## src/rtl/assert_macros.svh

```systemverilog
// Assertion macros shared by the HSV to RGB converter modules.
// Each macro samples on the rising clock edge and is disabled while reset is held low.
`ifndef ASSERT_MACROS_SVH
`define ASSERT_MACROS_SVH

// The condition must hold at every sampled clock edge out of reset.
`define H2R_ASSERT(lbl, clk, rst_n, cond) \
  lbl: assert property (@(posedge clk) disable iff (!rst_n) (cond)) \
    else $error("h2r assertion failed");

// When the antecedent holds, the consequent must hold at the same edge.
`define H2R_ASSERT_IMP(lbl, clk, rst_n, ante, cons) \
  lbl: assert property (@(posedge clk) disable iff (!rst_n) (ante) |-> (cons)) \
    else $error("h2r implication failed");

`endif

```

## src/rtl/h2r_pkg.sv

```systemverilog
// Package for the HSV to RGB converter: constants, sector codes and stage bundles.
// It depends on nothing; every module of the converter imports it.
`timescale 1ns / 1ps
`default_nettype none

package h2r_pkg;

  localparam int HUE_W = 9;
  localparam int CH_W = 8;
  localparam int REM_W = 6;
  localparam int NUMQ_W = 14;
  localparam int PRODP_W = 16;
  localparam int PRODQ_W = 22;

  localparam int HUE_SPAN = 360;
  localparam int SECTOR_DEG = 60;
  localparam int FULL_SCALE = 255;
  localparam int DEN_Q = FULL_SCALE * SECTOR_DEG;

  // Reciprocals floor(2**K / D); the estimate is never more than one low.
  localparam int RECIP_P_SHIFT = 16;
  localparam int RECIP_P = (1 << RECIP_P_SHIFT) / FULL_SCALE;
  localparam int RECIP_Q_SHIFT = 22;
  localparam int RECIP_Q = (1 << RECIP_Q_SHIFT) / DEN_Q;
  localparam int RECIP_W = 9;

  typedef enum logic [2:0] {
    SEC_RED_YEL = 3'd0,
    SEC_YEL_GRN = 3'd1,
    SEC_GRN_CYN = 3'd2,
    SEC_CYN_BLU = 3'd3,
    SEC_BLU_MAG = 3'd4,
    SEC_MAG_RED = 3'd5
  } sector_t;

  typedef struct packed {
    logic              valid;
    sector_t           sector;
    logic [REM_W-1:0]  rem;
    logic [CH_W-1:0]   sat;
    logic [CH_W-1:0]   val;
  } h2r_sect_t;

  typedef struct packed {
    logic                valid;
    sector_t             sector;
    logic [CH_W-1:0]     val;
    logic [PRODP_W-1:0]  xp;
    logic [PRODQ_W-1:0]  xq;
    logic [PRODQ_W-1:0]  xt;
  } h2r_prod_t;

endpackage

`default_nettype wire

```

## src/rtl/h2r_sector.sv

```systemverilog
// Hue wrap and sector split stages of the HSV to RGB converter.
// Depends on h2r_pkg and assert_macros.svh.
`timescale 1ns / 1ps
`default_nettype none
`include "assert_macros.svh"

module h2r_sector
  import h2r_pkg::*;
(
  input  wire logic              clk,
  input  wire logic              rst_n,
  input  wire logic              in_valid,
  input  wire logic [HUE_W-1:0]  in_hue,
  input  wire logic [CH_W-1:0]   in_sat,
  input  wire logic [CH_W-1:0]   in_val,
  output h2r_sect_t              sect_o
);

  logic             s1_valid_r;
  logic [HUE_W-1:0] s1_hue_r;
  logic [HUE_W-1:0] s1_hue_nxt;
  logic [CH_W-1:0]  s1_sat_r;
  logic [CH_W-1:0]  s1_val_r;
  h2r_sect_t        sect_r;
  h2r_sect_t        sect_nxt;

  always_comb begin
    if (in_hue >= HUE_W'(HUE_SPAN)) begin
      s1_hue_nxt = in_hue - HUE_W'(HUE_SPAN);
    end else begin
      s1_hue_nxt = in_hue;
    end
  end

  always_comb begin
    sect_nxt.valid = s1_valid_r;
    sect_nxt.sat = s1_sat_r;
    sect_nxt.val = s1_val_r;
    if (s1_hue_r < HUE_W'(SECTOR_DEG)) begin
      sect_nxt.sector = SEC_RED_YEL;
      sect_nxt.rem = REM_W'(s1_hue_r);
    end else if (s1_hue_r < HUE_W'(2 * SECTOR_DEG)) begin
      sect_nxt.sector = SEC_YEL_GRN;
      sect_nxt.rem = REM_W'(s1_hue_r - HUE_W'(SECTOR_DEG));
    end else if (s1_hue_r < HUE_W'(3 * SECTOR_DEG)) begin
      sect_nxt.sector = SEC_GRN_CYN;
      sect_nxt.rem = REM_W'(s1_hue_r - HUE_W'(2 * SECTOR_DEG));
    end else if (s1_hue_r < HUE_W'(4 * SECTOR_DEG)) begin
      sect_nxt.sector = SEC_CYN_BLU;
      sect_nxt.rem = REM_W'(s1_hue_r - HUE_W'(3 * SECTOR_DEG));
    end else if (s1_hue_r < HUE_W'(5 * SECTOR_DEG)) begin
      sect_nxt.sector = SEC_BLU_MAG;
      sect_nxt.rem = REM_W'(s1_hue_r - HUE_W'(4 * SECTOR_DEG));
    end else begin
      sect_nxt.sector = SEC_MAG_RED;
      sect_nxt.rem = REM_W'(s1_hue_r - HUE_W'(5 * SECTOR_DEG));
    end
  end

  always_ff @(posedge clk) begin
    if (!rst_n) begin
      s1_valid_r <= 1'b0;
      sect_r.valid <= 1'b0;
    end else begin
      s1_valid_r <= in_valid;
      sect_r.valid <= sect_nxt.valid;
    end
    s1_hue_r <= s1_hue_nxt;
    s1_sat_r <= in_sat;
    s1_val_r <= in_val;
    sect_r.sector <= sect_nxt.sector;
    sect_r.rem <= sect_nxt.rem;
    sect_r.sat <= sect_nxt.sat;
    sect_r.val <= sect_nxt.val;
  end

  assign sect_o = sect_r;

  `H2R_ASSERT(a_rem_in_sector, clk, rst_n, sect_r.rem < REM_W'(SECTOR_DEG))
  `H2R_ASSERT(a_hue_wrapped, clk, rst_n, s1_hue_r < HUE_W'(HUE_SPAN))

endmodule

`default_nettype wire

```

## src/rtl/h2r_scale.sv

```systemverilog
// Numerator and brightness product stages of the HSV to RGB converter.
// Depends on h2r_pkg.
`timescale 1ns / 1ps
`default_nettype none

module h2r_scale
  import h2r_pkg::*;
(
  input  wire logic       clk,
  input  wire logic       rst_n,
  input  wire h2r_sect_t  sect_i,
  output h2r_prod_t       prod_o
);

  logic              s3_valid_r;
  sector_t           s3_sector_r;
  logic [CH_W-1:0]   s3_val_r;
  logic [CH_W-1:0]   s3_np_r;
  logic [NUMQ_W-1:0] s3_nq_r;
  logic [NUMQ_W-1:0] s3_nt_r;
  logic [CH_W-1:0]   s3_np_nxt;
  logic [NUMQ_W-1:0] s3_nq_nxt;
  logic [NUMQ_W-1:0] s3_nt_nxt;
  logic [REM_W-1:0]  rem_c;
  logic [NUMQ_W-1:0] sr_prod;
  logic [NUMQ_W-1:0] sc_prod;
  h2r_prod_t         prod_r;

  always_comb begin
    rem_c = REM_W'(SECTOR_DEG) - sect_i.rem;
    sr_prod = NUMQ_W'(sect_i.sat) * NUMQ_W'(sect_i.rem);
    sc_prod = NUMQ_W'(sect_i.sat) * NUMQ_W'(rem_c);
    s3_np_nxt = CH_W'(FULL_SCALE) - sect_i.sat;
    s3_nq_nxt = NUMQ_W'(DEN_Q) - sr_prod;
    s3_nt_nxt = NUMQ_W'(DEN_Q) - sc_prod;
  end

  always_ff @(posedge clk) begin
    if (!rst_n) begin
      s3_valid_r <= 1'b0;
      prod_r.valid <= 1'b0;
    end else begin
      s3_valid_r <= sect_i.valid;
      prod_r.valid <= s3_valid_r;
    end
    s3_sector_r <= sect_i.sector;
    s3_val_r <= sect_i.val;
    s3_np_r <= s3_np_nxt;
    s3_nq_r <= s3_nq_nxt;
    s3_nt_r <= s3_nt_nxt;
    prod_r.sector <= s3_sector_r;
    prod_r.val <= s3_val_r;
    prod_r.xp <= PRODP_W'(s3_val_r) * PRODP_W'(s3_np_r);
    prod_r.xq <= PRODQ_W'(s3_val_r) * PRODQ_W'(s3_nq_r);
    prod_r.xt <= PRODQ_W'(s3_val_r) * PRODQ_W'(s3_nt_r);
  end

  assign prod_o = prod_r;

endmodule

`default_nettype wire

```

## src/rtl/h2r_divide.sv

```systemverilog
// Constant division and channel selection stages of the HSV to RGB converter.
// Depends on h2r_pkg and assert_macros.svh.
`timescale 1ns / 1ps
`default_nettype none
`include "assert_macros.svh"

module h2r_divide
  import h2r_pkg::*;
(
  input  wire logic              clk,
  input  wire logic              rst_n,
  input  wire h2r_prod_t         prod_i,
  output logic                   out_valid,
  output logic [CH_W-1:0]        out_red,
  output logic [CH_W-1:0]        out_green,
  output logic [CH_W-1:0]        out_blue
);

  localparam int EP_W = PRODP_W + RECIP_W;
  localparam int EQ_W = PRODQ_W + RECIP_W;

  logic              s5_valid_r;
  sector_t           s5_sector_r;
  logic [CH_W-1:0]   s5_val_r;
  logic [PRODP_W-1:0] s5_xp_r;
  logic [PRODQ_W-1:0] s5_xq_r;
  logic [PRODQ_W-1:0] s5_xt_r;
  logic [CH_W-1:0]   s5_ep_r;
  logic [CH_W-1:0]   s5_eq_r;
  logic [CH_W-1:0]   s5_et_r;
  logic [EP_W-1:0]   mp_full;
  logic [EQ_W-1:0]   mq_full;
  logic [EQ_W-1:0]   mt_full;

  logic [PRODP_W-1:0] res_p;
  logic [PRODQ_W-1:0] res_q;
  logic [PRODQ_W-1:0] res_t;
  logic [CH_W-1:0]   p_c;
  logic [CH_W-1:0]   q_c;
  logic [CH_W-1:0]   t_c;

  logic              valid_r;
  logic [CH_W-1:0]   red_r;
  logic [CH_W-1:0]   green_r;
  logic [CH_W-1:0]   blue_r;
  logic [CH_W-1:0]   red_nxt;
  logic [CH_W-1:0]   green_nxt;
  logic [CH_W-1:0]   blue_nxt;
  logic [CH_W-1:0]   val_r;

  always_comb begin
    mp_full = EP_W'(prod_i.xp) * EP_W'(RECIP_P);
    mq_full = EQ_W'(prod_i.xq) * EQ_W'(RECIP_Q);
    mt_full = EQ_W'(prod_i.xt) * EQ_W'(RECIP_Q);
  end

  always_comb begin
    res_p = s5_xp_r - PRODP_W'(s5_ep_r) * PRODP_W'(FULL_SCALE);
    res_q = s5_xq_r - PRODQ_W'(s5_eq_r) * PRODQ_W'(DEN_Q);
    res_t = s5_xt_r - PRODQ_W'(s5_et_r) * PRODQ_W'(DEN_Q);
    p_c = (res_p >= PRODP_W'(FULL_SCALE)) ? s5_ep_r + 1'b1 : s5_ep_r;
    q_c = (res_q >= PRODQ_W'(DEN_Q)) ? s5_eq_r + 1'b1 : s5_eq_r;
    t_c = (res_t >= PRODQ_W'(DEN_Q)) ? s5_et_r + 1'b1 : s5_et_r;
  end

  always_comb begin
    unique case (s5_sector_r)
      SEC_RED_YEL: begin
        red_nxt = s5_val_r; green_nxt = t_c; blue_nxt = p_c;
      end
      SEC_YEL_GRN: begin
        red_nxt = q_c; green_nxt = s5_val_r; blue_nxt = p_c;
      end
      SEC_GRN_CYN: begin
        red_nxt = p_c; green_nxt = s5_val_r; blue_nxt = t_c;
      end
      SEC_CYN_BLU: begin
        red_nxt = p_c; green_nxt = q_c; blue_nxt = s5_val_r;
      end
      SEC_BLU_MAG: begin
        red_nxt = t_c; green_nxt = p_c; blue_nxt = s5_val_r;
      end
      default: begin
        red_nxt = s5_val_r; green_nxt = p_c; blue_nxt = q_c;
      end
    endcase
  end

  always_ff @(posedge clk) begin
    if (!rst_n) begin
      s5_valid_r <= 1'b0;
      valid_r <= 1'b0;
    end else begin
      s5_valid_r <= prod_i.valid;
      valid_r <= s5_valid_r;
    end
  end

  always_ff @(posedge clk) begin
    s5_sector_r <= prod_i.sector;
    s5_val_r <= prod_i.val;
    s5_xp_r <= prod_i.xp;
    s5_xq_r <= prod_i.xq;
    s5_xt_r <= prod_i.xt;
    s5_ep_r <= mp_full[RECIP_P_SHIFT +: CH_W];
    s5_eq_r <= mq_full[RECIP_Q_SHIFT +: CH_W];
    s5_et_r <= mt_full[RECIP_Q_SHIFT +: CH_W];
    red_r <= red_nxt;
    green_r <= green_nxt;
    blue_r <= blue_nxt;
    val_r <= s5_val_r;
  end

  assign out_valid = valid_r;
  assign out_red = red_r;
  assign out_green = green_r;
  assign out_blue = blue_r;

  `H2R_ASSERT_IMP(a_p_estimate, clk, rst_n, s5_valid_r, res_p < PRODP_W'(2 * FULL_SCALE))
  `H2R_ASSERT_IMP(a_q_estimate, clk, rst_n, s5_valid_r, res_q < PRODQ_W'(2 * DEN_Q))
  `H2R_ASSERT_IMP(a_one_channel_full, clk, rst_n, valid_r,
    (red_r == val_r) || (green_r == val_r) || (blue_r == val_r))

endmodule

`default_nettype wire

```

## src/rtl/hsv_to_rgb_converter.sv

```systemverilog
// Top level of the HSV to RGB converter: six-stage pipeline, one pixel per clock.
// Depends on h2r_pkg, h2r_sector, h2r_scale and h2r_divide.
//
// Usage:
//   Input channel: a pixel transfer happens at each rising edge where start is
//   high and busy is low. busy is held low, so a pixel may be offered in every
//   cycle. in_hue_degrees is wrapped modulo 360 before conversion.
//   Result channel: out_valid is high for exactly one cycle per pixel, with
//   out_red, out_green and out_blue valid in that cycle. The receiver cannot
//   stall, and results leave in the order the pixels arrived.
//   Stages, in order: wrap, sector split, numerators, brightness products,
//   reciprocal estimate, correction and channel select. Throughput: one
//   pixel per cycle, set by the fully pipelined multipliers with one register
//   after each.
//   Reset: a synchronous low level on rst_n clears all valid bits; pixels in
//   flight are dropped and no result strobes until new pixels arrive.
`timescale 1ns / 1ps
`default_nettype none

module hsv_to_rgb_converter
  import h2r_pkg::*;
(
  input  wire logic              clk,
  input  wire logic              rst_n,
  input  wire logic              start,
  output logic                   busy,
  input  wire logic [HUE_W-1:0]  in_hue_degrees,
  input  wire logic [CH_W-1:0]   in_saturation,
  input  wire logic [CH_W-1:0]   in_brightness,
  output logic                   out_valid,
  output logic [CH_W-1:0]        out_red,
  output logic [CH_W-1:0]        out_green,
  output logic [CH_W-1:0]        out_blue
);

  logic      in_xfer;
  h2r_sect_t sect;
  h2r_prod_t prod;

  assign busy = 1'b0;
  assign in_xfer = start && !busy;

  h2r_sector u_sector (
    .clk      (clk),
    .rst_n    (rst_n),
    .in_valid (in_xfer),
    .in_hue   (in_hue_degrees),
    .in_sat   (in_saturation),
    .in_val   (in_brightness),
    .sect_o   (sect)
  );

  h2r_scale u_scale (
    .clk    (clk),
    .rst_n  (rst_n),
    .sect_i (sect),
    .prod_o (prod)
  );

  h2r_divide u_divide (
    .clk       (clk),
    .rst_n     (rst_n),
    .prod_i    (prod),
    .out_valid (out_valid),
    .out_red   (out_red),
    .out_green (out_green),
    .out_blue  (out_blue)
  );

endmodule

`default_nettype wire

```

## config.mk

```make
export PLATFORM = sky130hd
export DESIGN_NAME = hsv_to_rgb_converter
export DESIGN_NICKNAME = d
export VERILOG_FILES = /design/src/rtl/h2r_pkg.sv /design/src/rtl/h2r_sector.sv /design/src/rtl/h2r_scale.sv /design/src/rtl/h2r_divide.sv /design/src/rtl/hsv_to_rgb_converter.sv
export VERILOG_INCLUDE_DIRS = /design/src /design/src/rtl
export SDC_FILE = /design/constraint.sdc
export NUM_CORES = 2
export LEC_CHECK = 0
export BUFFER_PORTS_ARGS = -buffer_cell sky130_fd_sc_hd__buf_4
export CAP_MARGIN = 40
export CORE_MARGIN = 2
export CORE_UTILIZATION = 55
export DETAILED_ROUTE_END_ITERATION = 12
export PLACE_DENSITY_LB_ADDON = 0.25
export SLEW_MARGIN = 25
export SYNTH_ARGS = -nofsm -noshare
export SYNTH_HDL_FRONTEND = slang
export SYNTH_SLANG_ARGS = --single-unit
```

## constraint.sdc

```tcl
create_clock -name clk -period 15.83 [get_ports clk]
set_input_delay 1.583 -clock clk [delete_from_list [all_inputs] [get_ports clk]]
set_output_delay 1.583 -clock clk [all_outputs]
set_load 0.05 [all_outputs]
```

; ---- Word level (Yosys, flattened, before mapping)
; Index checks and enable logic that the tools add are counted.
[totals]
ff_bits = 293
out_inout_bits = 26
input_bits = 28
[op_classes]
addsub = 16
n_reduce_logical = 7
muxes = 12
multipliers = 11
eq_ne = 4
magnitude_cmp = 9
[ops]
columns = operator, count
row1 = $pmux W8 S3, 3
row2 = $mul A22 B8 Y29 const B, 2
row3 = $ge A22 B14 Y1 const B, 2
row4 = $mul A8 B14 Y22, 2
row5 = $sub A22 B22 Y22, 2
row6 = $mul A8 B12 Y20 const B, 2
row7 = $mux W8, 5
row8 = $sub A6 B6 Y6 const B, 5
row9 = $mul A8 B6 Y14, 2
row10 = $sub A14 B14 Y14 const A, 2
row11 = $add A8 B1 Y8 const B, 3
row12 = $mul A16 B9 Y24 const B, 1
row13 = $lt A9 B8 Y1 const B, 2
row14 = $ge A16 B8 Y1 const B, 1
row15 = $mul A8 B8 Y16, 1
row16 = $mul A8 B8 Y16 const B, 1
row17 = $sub A16 B16 Y16, 1
row18 = $mux W7, 2
row19 = $reduce_or A2 Y1, 5
row20 = $ge A9 B9 Y1 const B, 1
row21 = $lt A9 B6 Y1 const B, 1
row22 = $lt A9 B7 Y1 const B, 1
row23 = $lt A9 B9 Y1 const B, 1
row24 = $mux W9, 1
row25 = other kinds (9), 10

; ---- Longest topological paths before layout
[logic_depth]
word_depth = 6
depth_mapped = 31
ltp_nobuf = 30

; ---- By module
; Synthesis repeated with hierarchy kept, for this count alone.
[hier_totals]
hier_cells = 3527
area_unflattened_um2 = 32082.0
[by_module_without_submodules]
columns = module, area_each_um2, cells_per_inst, n_inst
row1 = h2r_divide, 15496.1, 1741, 1
row2 = h2r_scale, 14853.0, 1639, 1
row3 = h2r_sector, 1721.7, 145, 1
row4 = hsv_to_rgb_converter, 11.3, 2, 1

; ---- Worst setup path after synthesis
; Ideal clock, no wire load.
[synth_timing]
kind = register to register
startpoint = register u_divide.s5_et_r[5]
endpoint = register u_divide.blue_r[5] (netlist: u_divide.out_blue[5])
path_stages_with_launch = 28
required_time_ps = 15735
synth_period_minus_slack_ps = 6562
arrival_ps = 6466
path_slack_ps = 9268
setup_time_ps = 95
cell_sequence = dfxtp_1 -> fa_1 -> inv_1 -> fa_1 -> inv_1 -> fa_1 -> fa_1 -> ha_1 -> o21ai_0 -> a21boi_0 -> o21ai_0 -> nand2b_1 -> a21o_1 -> a21oi_1 -> xor2_1 -> ha_1 -> clkbuf_1 -> o22ai_1 -> a31oi_1 -> o2111ai_1 -> a221o_1 -> nor4_1 -> o211ai_1 -> or2_1 -> buf_2 -> nand3_1 -> mux2_2 -> o311ai_1
[synth_via]
elab_chain_len = 5
elab_cells_between_ends = 6
classes_between = 2 x add/sub / 1 x mul / 1 x order compare / 2 x mux
[synth_lines]
columns = element, line_no
row1 = from (decl), h2r_divide.sv:30  ; logic [CH_W-1:0] s5_et_r;
row2 = from (signal assigned), h2r_divide.sv:107  ; s5_et_r <= mt_full[RECIP_Q_SHIFT +: CH_W];
row3 = $mul A8 B12 Y20, h2r_divide.sv:60  ; res_t = s5_xt_r - PRODQ_W'(s5_et_r) * PRODQ_W'(DEN_Q);
row4 = $sub A22 B22 Y22, h2r_divide.sv:60
row5 = $ge A22 B14 Y1, h2r_divide.sv:63  ; t_c = (res_t >= PRODQ_W'(DEN_Q)) ? s5_et_r + 1'b1 : s5_et_r;
row6 = $mux W8 (*), h2r_divide.sv:63
row7 = $pmux W8 S3 (*), h2r_divide.sv:67  ; unique case (s5_sector_r)
row8 = via u_divide.blue_nxt[5], h2r_divide.sv:48  ; logic [CH_W-1:0] blue_nxt;
row9 = to (signal assigned), h2r_divide.sv:110  ; blue_r <= blue_nxt;
row10 = to (decl), h2r_divide.sv:45  ; logic [CH_W-1:0] blue_r;
; Mark *: on every way through the listed nets, which the timed path passes. The rest lies on a longest branch.
; A chain may end at the register's enable or synchronous reset.

; ---- Worst setup path after layout
; Ends and elaborated chain as after synthesis.

==> results by group <==
Status
  – Status: finished clean

Clock network
  – Root Driver: clkbuf_16
  – CTS H-tree lvls: 2
  – Worst skew pair latency: between 0.5 and 0.6 ns
  – CTS tree: done
  – CTS Hold Bufs: 0
  – Clk slew on worst S/H paths: 0.06 ns
  – CTS resizes: 0
  – Clock Path Buffers: 3
  – Postcts setup bufs: 0
  – Num CTS Buffers: 36
  – TritonCTS Sinks: between 200 and 300

Synth
  – Gate count after technology mapping: ~3400
  – Sequential area share after synthesis: 0.1861
  – Post-Synth Simple-Gate Area: 0.1276
  – Synth Warn #: 0
  – Netlist cell types: 74
  – Seq cells post-synth: around 290
  – Multiplexer area fraction after synthesis: 0.006606
  – Largest family of logic cells by synthesized area: adder cells
  – Ys async rst share: 0
  – Area share of fa/ha/maj cells after synthesis: 0.4435
  – Synth Area per Inst: 9.140 um2
  – Mapped cell area: between 30000 and 40000 um2
  – Cell taking the most area after synthesis: fa_1
  – Count leader, synth: inv_1
  – EDFF count, synth: 0
  – Commonest cells in the netlist: inv_1, ha_1, fa_1
  – XOR/XNOR Fraction of Synth Area: 0.04397
  – Synth Area in Compound Gates: 0.1017
  – Syn nets: around 4300
  – Main flop type after synthesis: dfxtp_1
  – Area contributors post-synth: fa_1, ha_1, dfxtp_1, inv_1, nand2_1
  – Share of the synthesized area in the top cell type: 0.2295

STA
  – Fin. Hold Viols: 0
  – Final Max Slew Viols: 0
  – Endpoints failing setup: 0
  – Max_slew headroom: 0.4553
  – Setup TNS: 0 ns
  – Setup Skew: roughly 0.026 ns
  – Fmax: 138.5 MHz
  – Worst-margin pin slew: just over 0.8 ns
  – Ratio of final minimum period to clock period: 0.4561
  – Fin crit period: 7.220 ns
  – Unrepaired setup endpoints after global routing: no

Final layout
  – Filler cells: just under 5000
  – Synth-to-Final Area Change: 8.048%
  – Final nets: 4331
  – Share of layout cells above drive strength 1: 0.04204
  – Antenna cells: 0
  – Area of the multi-input gates: approximately 22000 um2
  – Sequential Area: between 5000 and 6000 um2

Routing
  – Post-Route WL: ~62000 um
  – Via density: ~5.3
  – Drt wl/cell: about 15 um
  – Starting DRT DRC Count: 1193
  – DR pass1 iterations: 5
  – DR vias: between 20000 and 25000
  – Final ANT Viol Nets: 0
  – Residual DRC: 0

Worst setup path
  – Kind of critical path: reg -> reg
  – Most frequent CP cell: fa_1
  – Worst path bufs/invs: 2
  – Crit-path slowest cell: fa_1
  – Slowest stage delay, CP: ~0.68 ns
  – Startpoint Class: flip-flop
  – CP endpoint kind: flip-flop
  – Cell family with most CP delay: adder cells
  – Arrival @ worst endpoint: ~7.7 ns
  – Crit-path max FO: 11
  – Critical Path RT: between 15 and 20 ns

Placed design
  – Placer Congestion: around 0.9
  – # port buffers: between 50 and 60
  – Post-DP HPWL: between 50000 and 60000 um

GRT
  – Largest net degree at the start of global routing: 37
  – Total global routing overflow: 0
  – Vias in the first global route: around 23000
  – Initial antenna violation count: 0
  – Global-route wire length before repair: around 110000 um
  – Total Routing Usage GR: 0.2276

Floorplanning
  – # rows: between 80 and 90
  – Core ar.: approximately 55000 um2
  – Area of the die: around 58000 um2
  – Chip Height: about 240 um
  – Die width: 240.9 um
  – IO Pins: 54
  – Starting Density: 0.5582

Worst hold path
  – HP Class: reg -> reg

Job
  – Max cap viols: 0
==> layout make-up <==
| cell class | count | share of cell area |
|---|---|---|
| clock buffer | 43 | 0.02899 |
| inverter | 682 | 0.07674 |
| sequential | 287 | 0.1722 |
| tap | 748 | 0.02805 |
| timing repair buffer | 65 | 0.01485 |
| clock inverter | 23 | 0.009489 |
| multi-input combinational | 2349 | 0.6696 |
==> metrics by stage <==
step / setup WS, ns / instances / hold WS (ns) / area, um2 / util
2_1_floorplan: 9.268 / 3378 / 0.3096 / 30870 / -
3_3_place_gp: 8.713 / 4128 / 0.3104 / 32050 / 0.5794
3_5_place_dp: 8.643 / 4129 / 0.3121 / 32050 / 0.5795
4_1_cts: 8.606 / 4195 / 0.3232 / 33340 / 0.6028
5_1_grt: 8.101 / 4197 / 0.3262 / 33360 / 0.6032
6_report: 8.610 / 4197 / 0.3215 / 33360 / 0.6032
==> registers in the layout, indices dropped and copies added (netlist names), 3 cells and up <==
signal and cells:
u_divide.s5_et_r 8, u_divide.s5_sector_r 3, u_divide.s5_val_r 8, u_divide.s5_ep_r 8, u_scale.s3_np_r 8, u_divide.out_blue 8
u_scale.s3_val_r 8, u_divide.s5_xp_r 16, u_divide.s5_eq_r 8, u_divide.s5_xt_r 20, u_scale.s3_nq_r 14, u_sector.s1_sat_r 8
u_divide.s5_xq_r 20, u_scale.s3_nt_r 13, u_scale.s3_sector_r 3, u_sector.s1_hue_r 9, u_divide.out_green 8, u_scale.prod_o 71
u_divide.out_red 8, u_sector.sect_o 26, u_sector.s1_val_r 8
==> logic make-up after synthesis <==
| logic type | count (synthesis) |
|---|---|
| mux | 20 |
| fa+ha+maj | 882 |
| buf+inv | 742 |
| flops | 287 |
| simple gates | 815 |
| other cells | 1 |
| compound gates | 476 |
| xor+xnor | 155 |
==> layer usage <==
metal,vias up,track usage,part of all wire
li1,10980,-,-
met1,10580,0.3101,0.46
met5,-,0,0
met4,0,0.05368,0.019
met3,77,0.02665,0.047
met2,425,0.3879,0.47
==> path summary, 6_finish.rpt <==
kind,start,to,slack [ns],cells past startpoint
worst min register to register,u_sector.sect_o[6]$_DFF_P_,u_scale.s3_val_r[6]$_DFF_P_,0.32,0
worst max-delay path,u_divide.s5_et_r[5]$_DFF_P_,u_divide.out_blue[5]$_DFF_P_,8.61,26
worst min-delay path,u_sector.sect_o[6]$_DFF_P_,u_scale.s3_val_r[6]$_DFF_P_,0.32,0
worst max register to register,u_divide.s5_et_r[5]$_DFF_P_,u_divide.out_blue[5]$_DFF_P_,8.61,26
==> cell usage in the layout, fill, tap and decap left out, drive strengths merged, types with 39 or more instances in the layout <==
master	netlist	final
and2	179	179
buf	5	64
xor2	40	40
dfxtp	287	287
clkbuf	55	44
a21o	39	39
a21oi	116	116
nor2	130	130
o21ai	110	110
ha	528	528
nor3	47	47
xnor2	115	115
nand2	304	304
inv	681	684
fa	354	354
Power is left out: the tool's default activity adds up to more than one toggle a clock period on the data nets, which glitch-free logic cannot reach.
